[src/sv/dmaseg_pkg.sv]
`timescale 1ns / 1ps

package dmaseg_pkg;

   // field widths of the request, result and control beats
   localparam int WRITE_W       = 1;
   localparam int TOTAL_W       = 21;
   localparam int FOFF_W        = 63;
   localparam int DOFF_W        = 40;
   localparam int BASE_W        = 16;
   localparam int CIDX_W        = 24;
   localparam int COFF_W        = 30;
   localparam int TICKET_W      = 64;
   localparam int PAGES_W       = 15;

   // defaults and limits
   localparam int PAGE_BYTES_DEF    = 65536;
   localparam int MAX_REQUEST_BYTES = 1048576;
   localparam int CHUNK_PAGES_MAX   = 16384;

   localparam logic [PAGES_W-1:0]  CHUNK_PAGES_RESET = 15'd32;
   localparam logic [TICKET_W-1:0] TICKET_RESET      = 64'd500;

endpackage

[src/sv/dmaseg_chan_if.sv]
`timescale 1ns / 1ps

// request channel: one transfer per beat
interface dmaseg_req_if;
   logic                                valid;
   logic                                ready;
   logic [dmaseg_pkg::WRITE_W-1:0]      is_write;
   logic [dmaseg_pkg::TOTAL_W-1:0]      total_size;
   logic [dmaseg_pkg::FOFF_W-1:0]       file_offset;
   logic [dmaseg_pkg::DOFF_W-1:0]       dev_offset;
   logic [dmaseg_pkg::BASE_W-1:0]       base_page_offset;

   modport source (output valid, is_write, total_size, file_offset, dev_offset,
                   base_page_offset, input ready);
   modport sink   (input valid, is_write, total_size, file_offset, dev_offset,
                   base_page_offset, output ready);
endinterface

// result channel: one segment descriptor per beat
interface dmaseg_rsp_if;
   logic                                valid;
   logic                                ready;
   logic [dmaseg_pkg::WRITE_W-1:0]      seg_write;
   logic [dmaseg_pkg::CIDX_W-1:0]       chunk_index;
   logic [dmaseg_pkg::COFF_W-1:0]       chunk_offset;
   logic [dmaseg_pkg::TOTAL_W-1:0]      seg_size;
   logic [dmaseg_pkg::FOFF_W-1:0]       seg_file_offset;
   logic [dmaseg_pkg::TICKET_W-1:0]     ticket;
   logic                                error;
   logic                                last;

   modport source (output valid, seg_write, chunk_index, chunk_offset, seg_size,
                   seg_file_offset, ticket, error, last, input ready);
   modport sink   (input valid, seg_write, chunk_index, chunk_offset, seg_size,
                   seg_file_offset, ticket, error, last, output ready);
endinterface

// control register write channel: chunk size in pages
interface dmaseg_csr_if;
   logic                                valid;
   logic                                ready;
   logic [dmaseg_pkg::PAGES_W-1:0]      data;

   modport source (output valid, data, input ready);
   modport sink   (input valid, data, output ready);
endinterface

[src/sv/dmaseg_divider.sv]
`timescale 1ns / 1ps

// Restoring divider, one quotient bit per cycle.
// Divisor must stay stable until done.
module dmaseg_divider #(
   parameter int NUM_W = 24,
   parameter int DEN_W = 15
) (
   input  logic             clock,
   input  logic             reset,
   input  logic             start,
   input  logic [NUM_W-1:0] dividend,
   input  logic [DEN_W-1:0] divisor,
   output logic             done,
   output logic [NUM_W-1:0] quotient,
   output logic [DEN_W-1:0] remainder
);

   localparam int CNT_W = $clog2(NUM_W + 1);

   logic [NUM_W-1:0] quot_ff, quot_in;
   logic [DEN_W-1:0] rem_ff, rem_in;
   logic [CNT_W-1:0] count_ff, count_in;
   logic             busy_ff, busy_in;
   logic             done_ff, done_in;

   logic [DEN_W:0]   trial;
   logic [DEN_W:0]   diff;
   logic             fits;

   // one trial subtraction per step
   always_comb begin
      trial = {rem_ff, quot_ff[NUM_W-1]};
      diff  = trial - {1'b0, divisor};
      fits  = (trial >= {1'b0, divisor});
   end

   always_comb begin
      quot_in  = quot_ff;
      rem_in   = rem_ff;
      count_in = count_ff;
      busy_in  = busy_ff;
      done_in  = 1'b0;
      if (start) begin
         quot_in  = dividend;
         rem_in   = '0;
         count_in = '0;
         busy_in  = 1'b1;
      end else if (busy_ff) begin
         quot_in  = {quot_ff[NUM_W-2:0], fits};
         rem_in   = fits ? diff[DEN_W-1:0] : trial[DEN_W-1:0];
         count_in = count_ff + 1'b1;
         if (count_ff == CNT_W'(NUM_W - 1)) begin
            busy_in = 1'b0;
            done_in = 1'b1;
         end
      end
   end

   always_ff @(posedge clock) begin
      quot_ff  <= quot_in;
      rem_ff   <= rem_in;
      count_ff <= count_in;
      if (reset) begin
         busy_ff <= 1'b0;
         done_ff <= 1'b0;
      end else begin
         busy_ff <= busy_in;
         done_ff <= done_in;
      end
   end

   assign done      = done_ff;
   assign quotient  = quot_ff;
   assign remainder = rem_ff;

endmodule

[src/sv/dma_request_segmenter_core.sv]
`timescale 1ns / 1ps

// DMA request segmenter.
// req_chan takes one transfer request per beat; rsp_chan gives one segment
// descriptor per beat, split at registration chunk boundaries and, where
// base_page_offset plus the chunk offset is not page aligned, at page
// boundaries. csr_chan writes the chunk size in pages (0 acts as 1, above
// 16384 saturates); it is always ready and must only be written while the
// block is idle.
// A request is checked in the cycle after acceptance. A zero-length
// request then ends with no beat; a too-long or overflowing request gives a
// single error beat. Otherwise the chunk index is found by the iterative
// divider, after which segments leave at one per cycle while the receiver
// does not stall; req_chan.ready is high only while idle.
// The last beat sits in the output register while the next request is taken.
// When the receiver stalls, the current beat holds and the sequencer waits.
// Reset (synchronous) empties the output register, returns to idle, sets the
// ticket counter to 500 and the chunk size to 32 pages.
module dma_request_segmenter_core #(
   parameter int PAGE_BYTES = dmaseg_pkg::PAGE_BYTES_DEF
) (
   input  logic          clock,
   input  logic          reset,
   dmaseg_req_if.sink    req_chan,
   dmaseg_rsp_if.source  rsp_chan,
   dmaseg_csr_if.sink    csr_chan
);

   localparam int PS    = $clog2(PAGE_BYTES);
   localparam int NUM_W = dmaseg_pkg::DOFF_W - PS;
   localparam int PW    = dmaseg_pkg::PAGES_W;
   localparam int CB_W  = PS + PW;
   localparam int TW    = dmaseg_pkg::TOTAL_W;
   localparam logic [PS:0] PAGE_VAL = (PS + 1)'(PAGE_BYTES);

   localparam logic [2:0] S_IDLE  = 3'd0;
   localparam logic [2:0] S_CHECK = 3'd1;
   localparam logic [2:0] S_ERR   = 3'd2;
   localparam logic [2:0] S_DIV   = 3'd3;
   localparam logic [2:0] S_SEG   = 3'd4;

   logic [2:0] state_ff, state_in;

   // control register
   logic [PW-1:0] chunk_pages_ff;
   logic [PW-1:0] pages_eff;

   // request held while it is segmented
   logic                            wr_ff;
   logic [TW-1:0]                   total_ff, total_in;
   logic [dmaseg_pkg::FOFF_W-1:0]   foff_ff, foff_in;
   logic [dmaseg_pkg::DOFF_W-1:0]   doff_ff;
   logic [PS-1:0]                   base_ff;
   logic [PW-1:0]                   pages_ff;
   logic [dmaseg_pkg::CIDX_W-1:0]   cidx_ff, cidx_in;
   logic [CB_W-1:0]                 coff_ff, coff_in;
   logic [dmaseg_pkg::TICKET_W-1:0] ticket_ff, ticket_in;

   // output register
   logic                            rsp_valid_ff, rsp_valid_in;
   logic                            o_write_ff;
   logic [dmaseg_pkg::CIDX_W-1:0]   o_cidx_ff;
   logic [dmaseg_pkg::COFF_W-1:0]   o_coff_ff;
   logic [TW-1:0]                   o_size_ff;
   logic [dmaseg_pkg::FOFF_W-1:0]   o_foff_ff;
   logic [dmaseg_pkg::TICKET_W-1:0] o_ticket_ff;
   logic                            o_error_ff;
   logic                            o_last_ff;

   logic                            load_seg, load_err, out_free;
   logic                            accept, div_start, div_done;
   logic [NUM_W-1:0]                div_quot;
   logic [PW-1:0]                   div_rem;

   logic                            too_long;
   logic [dmaseg_pkg::TICKET_W-1:0] end_sum;
   logic                            bad_req;

   logic [CB_W-1:0]                 chunk_bytes, room, coff_sum;
   logic [PS-1:0]                   va_off;
   logic [PS:0]                     page_room;
   logic [TW-1:0]                   io_chunk, io;

   assign accept       = req_chan.valid && (state_ff == S_IDLE);
   assign req_chan.ready = (state_ff == S_IDLE);
   assign csr_chan.ready = 1'b1;
   assign out_free     = !rsp_valid_ff || rsp_chan.ready;

   // chunk size with zero and over-range codes folded in
   always_comb begin
      pages_eff = chunk_pages_ff;
      if (chunk_pages_ff == '0) begin
         pages_eff = PW'(1);
      end else if (chunk_pages_ff > PW'(dmaseg_pkg::CHUNK_PAGES_MAX)) begin
         pages_eff = PW'(dmaseg_pkg::CHUNK_PAGES_MAX);
      end
   end

   // length and file range check
   always_comb begin
      too_long = (32'(total_ff) > dmaseg_pkg::MAX_REQUEST_BYTES);
      end_sum  = 64'(foff_ff) + 64'(total_ff);
      bad_req  = too_long || end_sum[63];
   end

   // segment length: chunk room, then page room where unaligned
   always_comb begin
      chunk_bytes = {pages_ff, PS'(0)};
      room        = chunk_bytes - coff_ff;
      io_chunk    = (CB_W'(total_ff) > room) ? room[TW-1:0] : total_ff;
      va_off      = base_ff + coff_ff[PS-1:0];
      page_room   = PAGE_VAL - {1'b0, va_off};
      io          = io_chunk;
      if ((va_off != '0) && (io_chunk > TW'(page_room))) begin
         io = TW'(page_room);
      end
      coff_sum    = coff_ff + CB_W'(io);
   end

   // sequencer
   always_comb begin
      state_in  = state_ff;
      div_start = 1'b0;
      load_seg  = 1'b0;
      load_err  = 1'b0;
      total_in  = total_ff;
      foff_in   = foff_ff;
      cidx_in   = cidx_ff;
      coff_in   = coff_ff;
      ticket_in = ticket_ff;
      unique case (state_ff)
         S_IDLE: begin
            if (accept) begin
               state_in = S_CHECK;
               total_in = req_chan.total_size;
               foff_in  = req_chan.file_offset;
            end
         end
         S_CHECK: begin
            if (total_ff == '0) begin
               state_in = S_IDLE;
            end else if (bad_req) begin
               state_in = S_ERR;
            end else begin
               div_start = 1'b1;
               state_in  = S_DIV;
            end
         end
         S_ERR: begin
            if (out_free) begin
               load_err = 1'b1;
               state_in = S_IDLE;
            end
         end
         S_DIV: begin
            if (div_done) begin
               cidx_in  = dmaseg_pkg::CIDX_W'(div_quot);
               coff_in  = {div_rem, doff_ff[PS-1:0]};
               state_in = S_SEG;
            end
         end
         S_SEG: begin
            if (out_free) begin
               load_seg  = 1'b1;
               total_in  = total_ff - io;
               foff_in   = foff_ff + dmaseg_pkg::FOFF_W'(io);
               ticket_in = ticket_ff + 1'b1;
               if (coff_sum == chunk_bytes) begin
                  coff_in = '0;
                  cidx_in = cidx_ff + 1'b1;
               end else begin
                  coff_in = coff_sum;
               end
               if (total_ff == io) begin
                  state_in = S_IDLE;
               end
            end
         end
         default: begin
            state_in = S_IDLE;
         end
      endcase
   end

   // output valid
   always_comb begin
      rsp_valid_in = rsp_valid_ff;
      if (load_seg || load_err) begin
         rsp_valid_in = 1'b1;
      end else if (rsp_chan.ready) begin
         rsp_valid_in = 1'b0;
      end
   end

   // control state
   always_ff @(posedge clock) begin
      if (reset) begin
         state_ff       <= S_IDLE;
         rsp_valid_ff   <= 1'b0;
         ticket_ff      <= dmaseg_pkg::TICKET_RESET;
         chunk_pages_ff <= dmaseg_pkg::CHUNK_PAGES_RESET;
      end else begin
         state_ff     <= state_in;
         rsp_valid_ff <= rsp_valid_in;
         ticket_ff    <= ticket_in;
         if (csr_chan.valid) begin
            chunk_pages_ff <= csr_chan.data;
         end
      end
   end

   // request and working registers
   always_ff @(posedge clock) begin
      total_ff <= total_in;
      foff_ff  <= foff_in;
      cidx_ff  <= cidx_in;
      coff_ff  <= coff_in;
      if (accept) begin
         wr_ff    <= req_chan.is_write;
         doff_ff  <= req_chan.dev_offset;
         base_ff  <= PS'(req_chan.base_page_offset);
         pages_ff <= pages_eff;
      end
   end

   // result beat
   always_ff @(posedge clock) begin
      if (load_seg) begin
         o_write_ff  <= wr_ff;
         o_cidx_ff   <= cidx_ff;
         o_coff_ff   <= dmaseg_pkg::COFF_W'(coff_ff);
         o_size_ff   <= io;
         o_foff_ff   <= foff_ff;
         o_ticket_ff <= ticket_ff;
         o_error_ff  <= 1'b0;
         o_last_ff   <= (total_ff == io);
      end else if (load_err) begin
         o_write_ff  <= wr_ff;
         o_cidx_ff   <= '0;
         o_coff_ff   <= '0;
         o_size_ff   <= '0;
         o_foff_ff   <= foff_ff;
         o_ticket_ff <= '0;
         o_error_ff  <= 1'b1;
         o_last_ff   <= 1'b1;
      end
   end

   assign rsp_chan.valid           = rsp_valid_ff;
   assign rsp_chan.seg_write       = o_write_ff;
   assign rsp_chan.chunk_index     = o_cidx_ff;
   assign rsp_chan.chunk_offset    = o_coff_ff;
   assign rsp_chan.seg_size        = o_size_ff;
   assign rsp_chan.seg_file_offset = o_foff_ff;
   assign rsp_chan.ticket          = o_ticket_ff;
   assign rsp_chan.error           = o_error_ff;
   assign rsp_chan.last            = o_last_ff;

   // page number / chunk pages gives chunk index and page within the chunk
   dmaseg_divider #(
      .NUM_W (NUM_W),
      .DEN_W (PW)
   ) u_divider (
      .clock     (clock),
      .reset     (reset),
      .start     (div_start),
      .dividend  (doff_ff[dmaseg_pkg::DOFF_W-1:PS]),
      .divisor   (pages_ff),
      .done      (div_done),
      .quotient  (div_quot),
      .remainder (div_rem)
   );

endmodule

[src/flat_wrapper.sv]
// flat-port wrapper written by rule: the top's interface ports become plain ports
module dma_request_segmenter_core_flat 
#(
   parameter int PAGE_BYTES = dmaseg_pkg::PAGE_BYTES_DEF
)
  (clock, reset, req_chan_valid, req_chan_is_write, req_chan_total_size, req_chan_file_offset, req_chan_dev_offset, req_chan_base_page_offset, req_chan_ready, rsp_chan_valid, rsp_chan_seg_write, rsp_chan_chunk_index, rsp_chan_chunk_offset, rsp_chan_seg_size, rsp_chan_seg_file_offset, rsp_chan_ticket, rsp_chan_error, rsp_chan_last, rsp_chan_ready, csr_chan_valid, csr_chan_data, csr_chan_ready);
  dmaseg_req_if req_chan_i ();
  dmaseg_rsp_if rsp_chan_i ();
  dmaseg_csr_if csr_chan_i ();
  input  logic clock;
  input  logic reset;
  input wire logic [$bits(req_chan_i.valid)-1:0] req_chan_valid;
  input wire logic [$bits(req_chan_i.is_write)-1:0] req_chan_is_write;
  input wire logic [$bits(req_chan_i.total_size)-1:0] req_chan_total_size;
  input wire logic [$bits(req_chan_i.file_offset)-1:0] req_chan_file_offset;
  input wire logic [$bits(req_chan_i.dev_offset)-1:0] req_chan_dev_offset;
  input wire logic [$bits(req_chan_i.base_page_offset)-1:0] req_chan_base_page_offset;
  output wire logic [$bits(req_chan_i.ready)-1:0] req_chan_ready;
  output wire logic [$bits(rsp_chan_i.valid)-1:0] rsp_chan_valid;
  output wire logic [$bits(rsp_chan_i.seg_write)-1:0] rsp_chan_seg_write;
  output wire logic [$bits(rsp_chan_i.chunk_index)-1:0] rsp_chan_chunk_index;
  output wire logic [$bits(rsp_chan_i.chunk_offset)-1:0] rsp_chan_chunk_offset;
  output wire logic [$bits(rsp_chan_i.seg_size)-1:0] rsp_chan_seg_size;
  output wire logic [$bits(rsp_chan_i.seg_file_offset)-1:0] rsp_chan_seg_file_offset;
  output wire logic [$bits(rsp_chan_i.ticket)-1:0] rsp_chan_ticket;
  output wire logic [$bits(rsp_chan_i.error)-1:0] rsp_chan_error;
  output wire logic [$bits(rsp_chan_i.last)-1:0] rsp_chan_last;
  input wire logic [$bits(rsp_chan_i.ready)-1:0] rsp_chan_ready;
  input wire logic [$bits(csr_chan_i.valid)-1:0] csr_chan_valid;
  input wire logic [$bits(csr_chan_i.data)-1:0] csr_chan_data;
  output wire logic [$bits(csr_chan_i.ready)-1:0] csr_chan_ready;
  assign req_chan_i.valid = req_chan_valid;
  assign req_chan_i.is_write = req_chan_is_write;
  assign req_chan_i.total_size = req_chan_total_size;
  assign req_chan_i.file_offset = req_chan_file_offset;
  assign req_chan_i.dev_offset = req_chan_dev_offset;
  assign req_chan_i.base_page_offset = req_chan_base_page_offset;
  assign req_chan_ready = req_chan_i.ready;
  assign rsp_chan_valid = rsp_chan_i.valid;
  assign rsp_chan_seg_write = rsp_chan_i.seg_write;
  assign rsp_chan_chunk_index = rsp_chan_i.chunk_index;
  assign rsp_chan_chunk_offset = rsp_chan_i.chunk_offset;
  assign rsp_chan_seg_size = rsp_chan_i.seg_size;
  assign rsp_chan_seg_file_offset = rsp_chan_i.seg_file_offset;
  assign rsp_chan_ticket = rsp_chan_i.ticket;
  assign rsp_chan_error = rsp_chan_i.error;
  assign rsp_chan_last = rsp_chan_i.last;
  assign rsp_chan_i.ready = rsp_chan_ready;
  assign csr_chan_i.valid = csr_chan_valid;
  assign csr_chan_i.data = csr_chan_data;
  assign csr_chan_ready = csr_chan_i.ready;
  dma_request_segmenter_core #(.PAGE_BYTES(PAGE_BYTES)) u_core (.clock(clock), .reset(reset), .req_chan(req_chan_i), .rsp_chan(rsp_chan_i), .csr_chan(csr_chan_i));
endmodule
[config.mk]
export PLATFORM = sky130hd
export DESIGN_NAME = dma_request_segmenter_core_flat
export DESIGN_NICKNAME = d
export VERILOG_FILES = /design/src/sv/dmaseg_pkg.sv /design/src/sv/dmaseg_chan_if.sv /design/src/sv/dmaseg_divider.sv /design/src/sv/dma_request_segmenter_core.sv /design/src/flat_wrapper.sv
export SDC_FILE = /design/constraint.sdc
export NUM_CORES = 1
export LEC_CHECK = 0
export ABC_AREA = 1
export CORE_MARGIN = 3
export CORE_UTILIZATION = 55
export CTS_BUF_LIST = sky130_fd_sc_hd__clkbuf_16
export DETAILED_ROUTE_END_ITERATION = 8
export DONT_BUFFER_PORTS = 1
export PLACE_DENSITY = 0.78
export SLEW_MARGIN = 5
export SYNTH_ARGS = -nofsm -noshare
export SYNTH_HDL_FRONTEND = slang
export SYNTH_SLANG_ARGS = --single-unit
export TNS_END_PERCENT = 1
[constraint.sdc]
create_clock -name clock -period 43.2 [get_ports clock]
set_input_delay 10.8 -clock clock [delete_from_list [all_inputs] [get_ports clock]]
set_output_delay 10.8 -clock clock [all_outputs]
set_load 0.02 [all_outputs]
======== After elaboration in Yosys (flattened, before gate mapping) ========
Index checks and enable logic that the tools add are counted.
storage, ports and cells
  input bits .............................. 161
  flip-flop bits (word level) ............. 545
  output and inout bits ................... 208
operators by class
  eq/ne operators ......................... 13
  bitwise gates (word level) .............. 1
  $lt $le $gt $ge ......................... 5
  reduce and logical (&&, ||, !) cells .... 22
  add/sub/neg operators ................... 11
  multiplexer cells ....................... 54
operators by type and width
  operator                                       count
  two-way mux 63 bit                             4
  two-way mux 24 bit                             7
  two-way mux 64 bit                             2
  two-way mux 21 bit                             6
  one-hot mux 63 bit (2 select lines)            1
  two-way mux 31 bit                             3
  adder 63 x 21 -> 64 bit                        1
  adder 64 x 1 -> 64 bit, second input constant  1
  adder 63 x 21 -> 63 bit                        1
  one-hot mux 31 bit (2 select lines)            1
  two-way mux 30 bit                             2
  one-hot mux 24 bit (2 select lines)            1
  one-hot mux 21 bit (2 select lines)            1
  adder 31 x 21 -> 31 bit                        1
  == test 31 bit                                 1
  > comparator 21 x 31 -> 1 bit                  1
  subtractor 31 bit                              1
  two-way mux 15 bit                             2
  adder 24 x 1 -> 24 bit, second input constant  1
  == test 21 bit                                 1
  > comparator 21 x 17 -> 1 bit                  1
  > comparator 21 bit, second input constant     1
  zero test 21 bit                               1
  subtractor 21 bit                              1
  29 further kinds                               63

======== Logic depth before layout (Yosys ltp) ========
  depth in word-level cells ............... 11
  gate-level depth with buffers ........... 60
  depth with buffers taken out ............ 57

======== Hierarchy ========
Synthesis repeated with hierarchy kept, for this count alone.
unflattened totals
  cells, all modules ...................... 3617
  area, all modules ....................... 31056.0 um2
by module, submodules not included
  module                      cells each  area an instance (um2)  instances
  dma_request_segmenter_core  3170        27978.1                 1
  dmaseg_divider              447         3078.0                  1

======== Least setup slack after synthesis ========
Ideal clock, no wire load.
  path kind ............................... input to register
  start ................................... input port rsp_chan_ready
  end ..................................... register u_core.o_cidx_ff, in the netlist u_core.rsp_chan.chunk_index[0] (enable)
  library setup time ...................... 838 ps
  data arrival time ....................... 20746 ps
  stages .................................. 2
  setup slack ............................. 21616 ps
  data required time ...................... 42362 ps
  cells stage by stage .................... nor2_1 -> a21oi_1
on the way
  cells in the longest elaborated chain, start to end .. 4
  elaborated cells on any way between the ends .. 5
  classes of those cells .................. 3 x mux; 2 x reduce/logical
RTL lines
  what                                   line                                                                  text
  start: declaration                     flat_wrapper.sv:28                                                    input wire logic [$bits(rsp_chan_i.ready)-1:0] rsp_chan_ready;
  logical OR 1 bit *                     dma_request_segmenter_core.sv:87                                      assign out_free = !rsp_valid_ff || rsp_chan.ready;
  two-way mux 1 bit *                    dma_request_segmenter_core.sv:150, dma_request_segmenter_core.sv:163
  two-way mux 1 bit                      dma_request_segmenter_core.sv:131                                     unique case (state_ff)
  nonzero test 2 bit (no source line) *  n/a
  end signal: assignment                 dma_request_segmenter_core.sv:230                                     o_cidx_ff <= cidx_ff;
  end: declaration                       dma_request_segmenter_core.sv:62                                      logic [dmaseg_pkg::CIDX_W-1:0] o_cidx_ff;
Mark *: on every way between the ends. The rest lies on a longest branch, timed or not.
A chain may end at the register's enable or synchronous reset.

======== Worst setup path after layout ========
  start ................................... input port rsp_chan_ready
  end ..................................... register u_core.ticket_ff[63] in the netlist's numbering
on the way
  cells in the longest elaborated chain, start to end .. 2
RTL lines
  what                                  line                               text
  logical OR 1 bit                      dma_request_segmenter_core.sv:87
  AND reduction 2 bit (no source line)  n/a
  end signal: assignment                dma_request_segmenter_core.sv:200  ticket_ff <= dmaseg_pkg::TICKET_RESET;
  end signal: assignment                dma_request_segmenter_core.sv:205  ticket_ff <= ticket_in;
  end: declaration                      dma_request_segmenter_core.sv:57   logic [dmaseg_pkg::TICKET_W-1:0] ticket_ff, ticket_in;
Every way passes these cells.

==> run summary <==
Placed cell areas - 0.0315 mm2
Num ports - 369
Share of the yosys chip area belonging to registers - 0.497
Worst path required time - 43.74 ns
Flop and latch count out of synthesis - 545
Cell mode on critical path - nand3_1
Final Setup Violations - 0
Crit Path Category - in2reg
Cts bufs inserted - 57
CP endpoint kind - register
Slew @ Worst Pin - 1.10 ns
Asr flop ratio synth - 0
Layout area overhead - 9.26%
Finished Cell Area - 0.0336 mm2
Worst hold path type - reg2reg
Setup tns final - 0 ns
Yosys top cell area share - 0.429
Worst IR drop on VDD - 47.1 uV
Finished Layout Cells - 4299
Drt drc - 0
Fin Hold WS - 0.433 ns
Initial antenna violation count - 5
Final min period - 12.88 ns
Top_reg_cell synth - edfxtp_1
Wirelength per Cell - 19.5 um
GR Util All Layers - 0.277
Ys Warns - 0
Static Leakage - 13.6 nW
Final #Nets - 3828
Syn Inst Count - 3499
Worst R2R Path Depth - 46
Post-detail-place hpwl - 63100 um
Total power - 0.00300 W
Max cap viols - 0
Ranking of synthesized cells by area - edfxtp_1 (43%), nand2_1 (8.9%), dfxtp_1 (6.9%)
Critical Path Fanout Max - 29
Netlist Area Pre-Place - 0.0308 mm2
Post-route antenna net violation count - 0
Core Box Area - 0.0552 mm2
Worst Path Buf+Inv - 2
Status - completed
Largest net degree at the start of global routing - 85
DR pass1 iterations - 6
CP startpoint kind - input port
Root buf cell - clkbuf_16
Final Max Slew Viols - 0
CTS Buffer Depth - 3
Fmax - 77.6 MHz
Clock sink count - 545
Post-synth EDFFs - 439
Stages on worst setup path - 16
Clock transition at the registers of the reported paths - 0.07 ns
Vias per cell - 5.69
Final GP Congestion - 0.974
DRT Wirelength - 83700 um
Cts hold-fix bufs - 0
Placed cells - 4183
Post-CTS sizing - 0
Final period utilization - 0.298
Slowest stage cell, crit path - nor2_4
Die ar. - 0.0588 mm2
Critical path, cell by cell - nor2_1 -> nor2_4 -> inv_4 -> nor2_4 -> nand3_1 -> inv_1 -> nand2_1 -> nor3_2 -> nand3_1 -> nor3b_1 -> nand3_1 -> nor2_1 -> nand3_1 -> nor4_2 -> xor2_1 -> nor2_1
Clk_lat worst skew - 0.65 ns
Clock skew - 0.0483 ns
DIE WIDTH - 243 um
Max stage delay on crit path - 0.30 ns
Layout cells sized above 1 - 0.0627
Number of port buffers - 0
Commonest non-fill, non-tap cell in the layout - nand2_1
Syn Nets - 3833
Power Density - 89.1 mW/mm2
Relative max-transition margin - 0.266
TritonCTS clock tree - yes
Die Ht - 243 um
Starting density of the core - 0.557
Setup Buffers After CTS - 0
CP top delay family - simple AND/OR/NAND/NOR gates
Crit path DAT - 13.42 ns
Fin. Hold Viols - 0
Total grt overflow - 0
Most area-hungry cell type in the Yosys netlist - edfxtp_1
Number of global-route vias before repair - 22900
Iter 0 DRT Violations - 2173
Most frequent cells in the layout - nand2_1 (727), edfxtp_1 (439), nor2_1 (436), inv_1 (405), o21ai_0 (207)
Htree depth - 2
Mapped Avg Cell Area - 8.79 um2
Global-route wire length before repair - 129000 um
Vias - 24500
Row cnt - 86
Hold-critical path depth - 0
Yosys cell types - 61
Unrepaired setup endpoints after global routing - false
## sequential cells by signal, indices dropped and copies added (netlist names), 3 cells and up
signal,count
u_core.rsp_chan.ticket,64
u_core.rsp_chan.seg_size,21
u_core.u_divider.quotient,24
u_core.pages_ff,15
u_core.total_ff,21
u_core.rsp_chan.chunk_index,24
u_core.coff_ff,31
u_core.ticket_ff,64
u_core.doff_ff,40
u_core.chunk_pages_ff,15
u_core.base_ff,16
u_core.u_divider.count_ff,5
u_core.state_ff,3
u_core.foff_ff,63
u_core.rsp_chan.seg_file_offset,63
u_core.rsp_chan.chunk_offset,30
u_core.u_divider.remainder,15
u_core.cidx_ff,24
## path summary, 6_finish.rpt
check	start	to	slack, ns
worst max-delay path	rsp_chan_ready	u_core.ticket_ff[63]	30.32
worst min-delay path	u_core.wr_ff	u_core.rsp_chan.seg_write	0.43
worst max register to register	u_core.coff_ff[1]	u_core.cidx_ff[15]	33.15
worst min register to register	u_core.wr_ff	u_core.rsp_chan.seg_write	0.43
## per-stage QoR
stage                     setup WS [ns]  utilization
after floorplan                   21.62            -
after global routing              30.08        0.609
after global placement            29.80        0.571
final                             30.32        0.609
after detailed placement          29.69        0.571
after CTS                         30.36        0.609
## layer usage
metal	track usage	part of all wire	vias to the layer above
met4	0.0886	0.031	0
met3	0.0512	0.097	160
met5	0	0	-
met2	0.439	0.45	1146
met1	0.386	0.42	11400
li1	-	-	11800
## cell families (layout without fill, tap and decap cells)
kind of cell,after synthesis,count (layout),synth area share
other,1,9,0.000122
adders and majority gates,173,173,0.0716
xor gates and xnor gates,195,195,0.0560
buffers and inverters,504,548,0.0627
and+or+nand+nor,1565,1565,0.220
DFF,545,545,0.497
AOI/OAI and AO/OA,516,516,0.0920
## power by group
group / internal (W) / switching (W)
clock network: 0.000316 / 0.000220
registers: 0.000840 / 0.000254
logic: 0.000453 / 0.000913
total: 0.00161 / 0.00139
## cell type report
cell class / count / area, um2
fillers: 4681 / 21600
flip-flops and latches: 545 / 15300
multi-input cells: 2450 / 13600
inverters: 426 / 1610
clock buffers: 57 / 1430
well taps: 748 / 936
clock inverters: 51 / 641
repair buffers: 14 / 105
diodes: 8 / 20.0
## cells in the mapped netlist (4+ instances only)
| cell | count |
|---|---|
| nand2_1 | 728 |
| edfxtp_1 | 439 |
| nor2_1 | 437 |
| inv_1 | 400 |
| o21ai_0 | 208 |
| a21oi_1 | 200 |
| ha_1 | 168 |
| xor2_1 | 135 |
| nand3_1 | 134 |
| dfxtp_1 | 106 |
| nor3_1 | 97 |
| clkbuf_1 | 64 |
| xnor2_1 | 58 |
| nand4_1 | 49 |
| nor4_1 | 36 |
| inv_2 | 25 |
| o21ai_2 | 15 |
| a31oi_1 | 14 |
| nor2_2 | 14 |
| o21ai_1 | 13 |
| nand2_2 | 11 |
| nand3_2 | 11 |
| a21o_1 | 9 |
| nor2_4 | 9 |
| o21a_1 | 9 |
| o21bai_1 | 9 |
| nand3b_1 | 8 |
| o31ai_1 | 8 |
| buf_1 | 7 |
| nor3_2 | 7 |
| o22ai_1 | 7 |
| a211oi_1 | 5 |
| and2_1 | 5 |
| fa_1 | 5 |
| and3_1 | 4 |
| nor4_2 | 4 |
| o211ai_1 | 4 |
No activity file was read; power rests on OpenSTA's default activity.
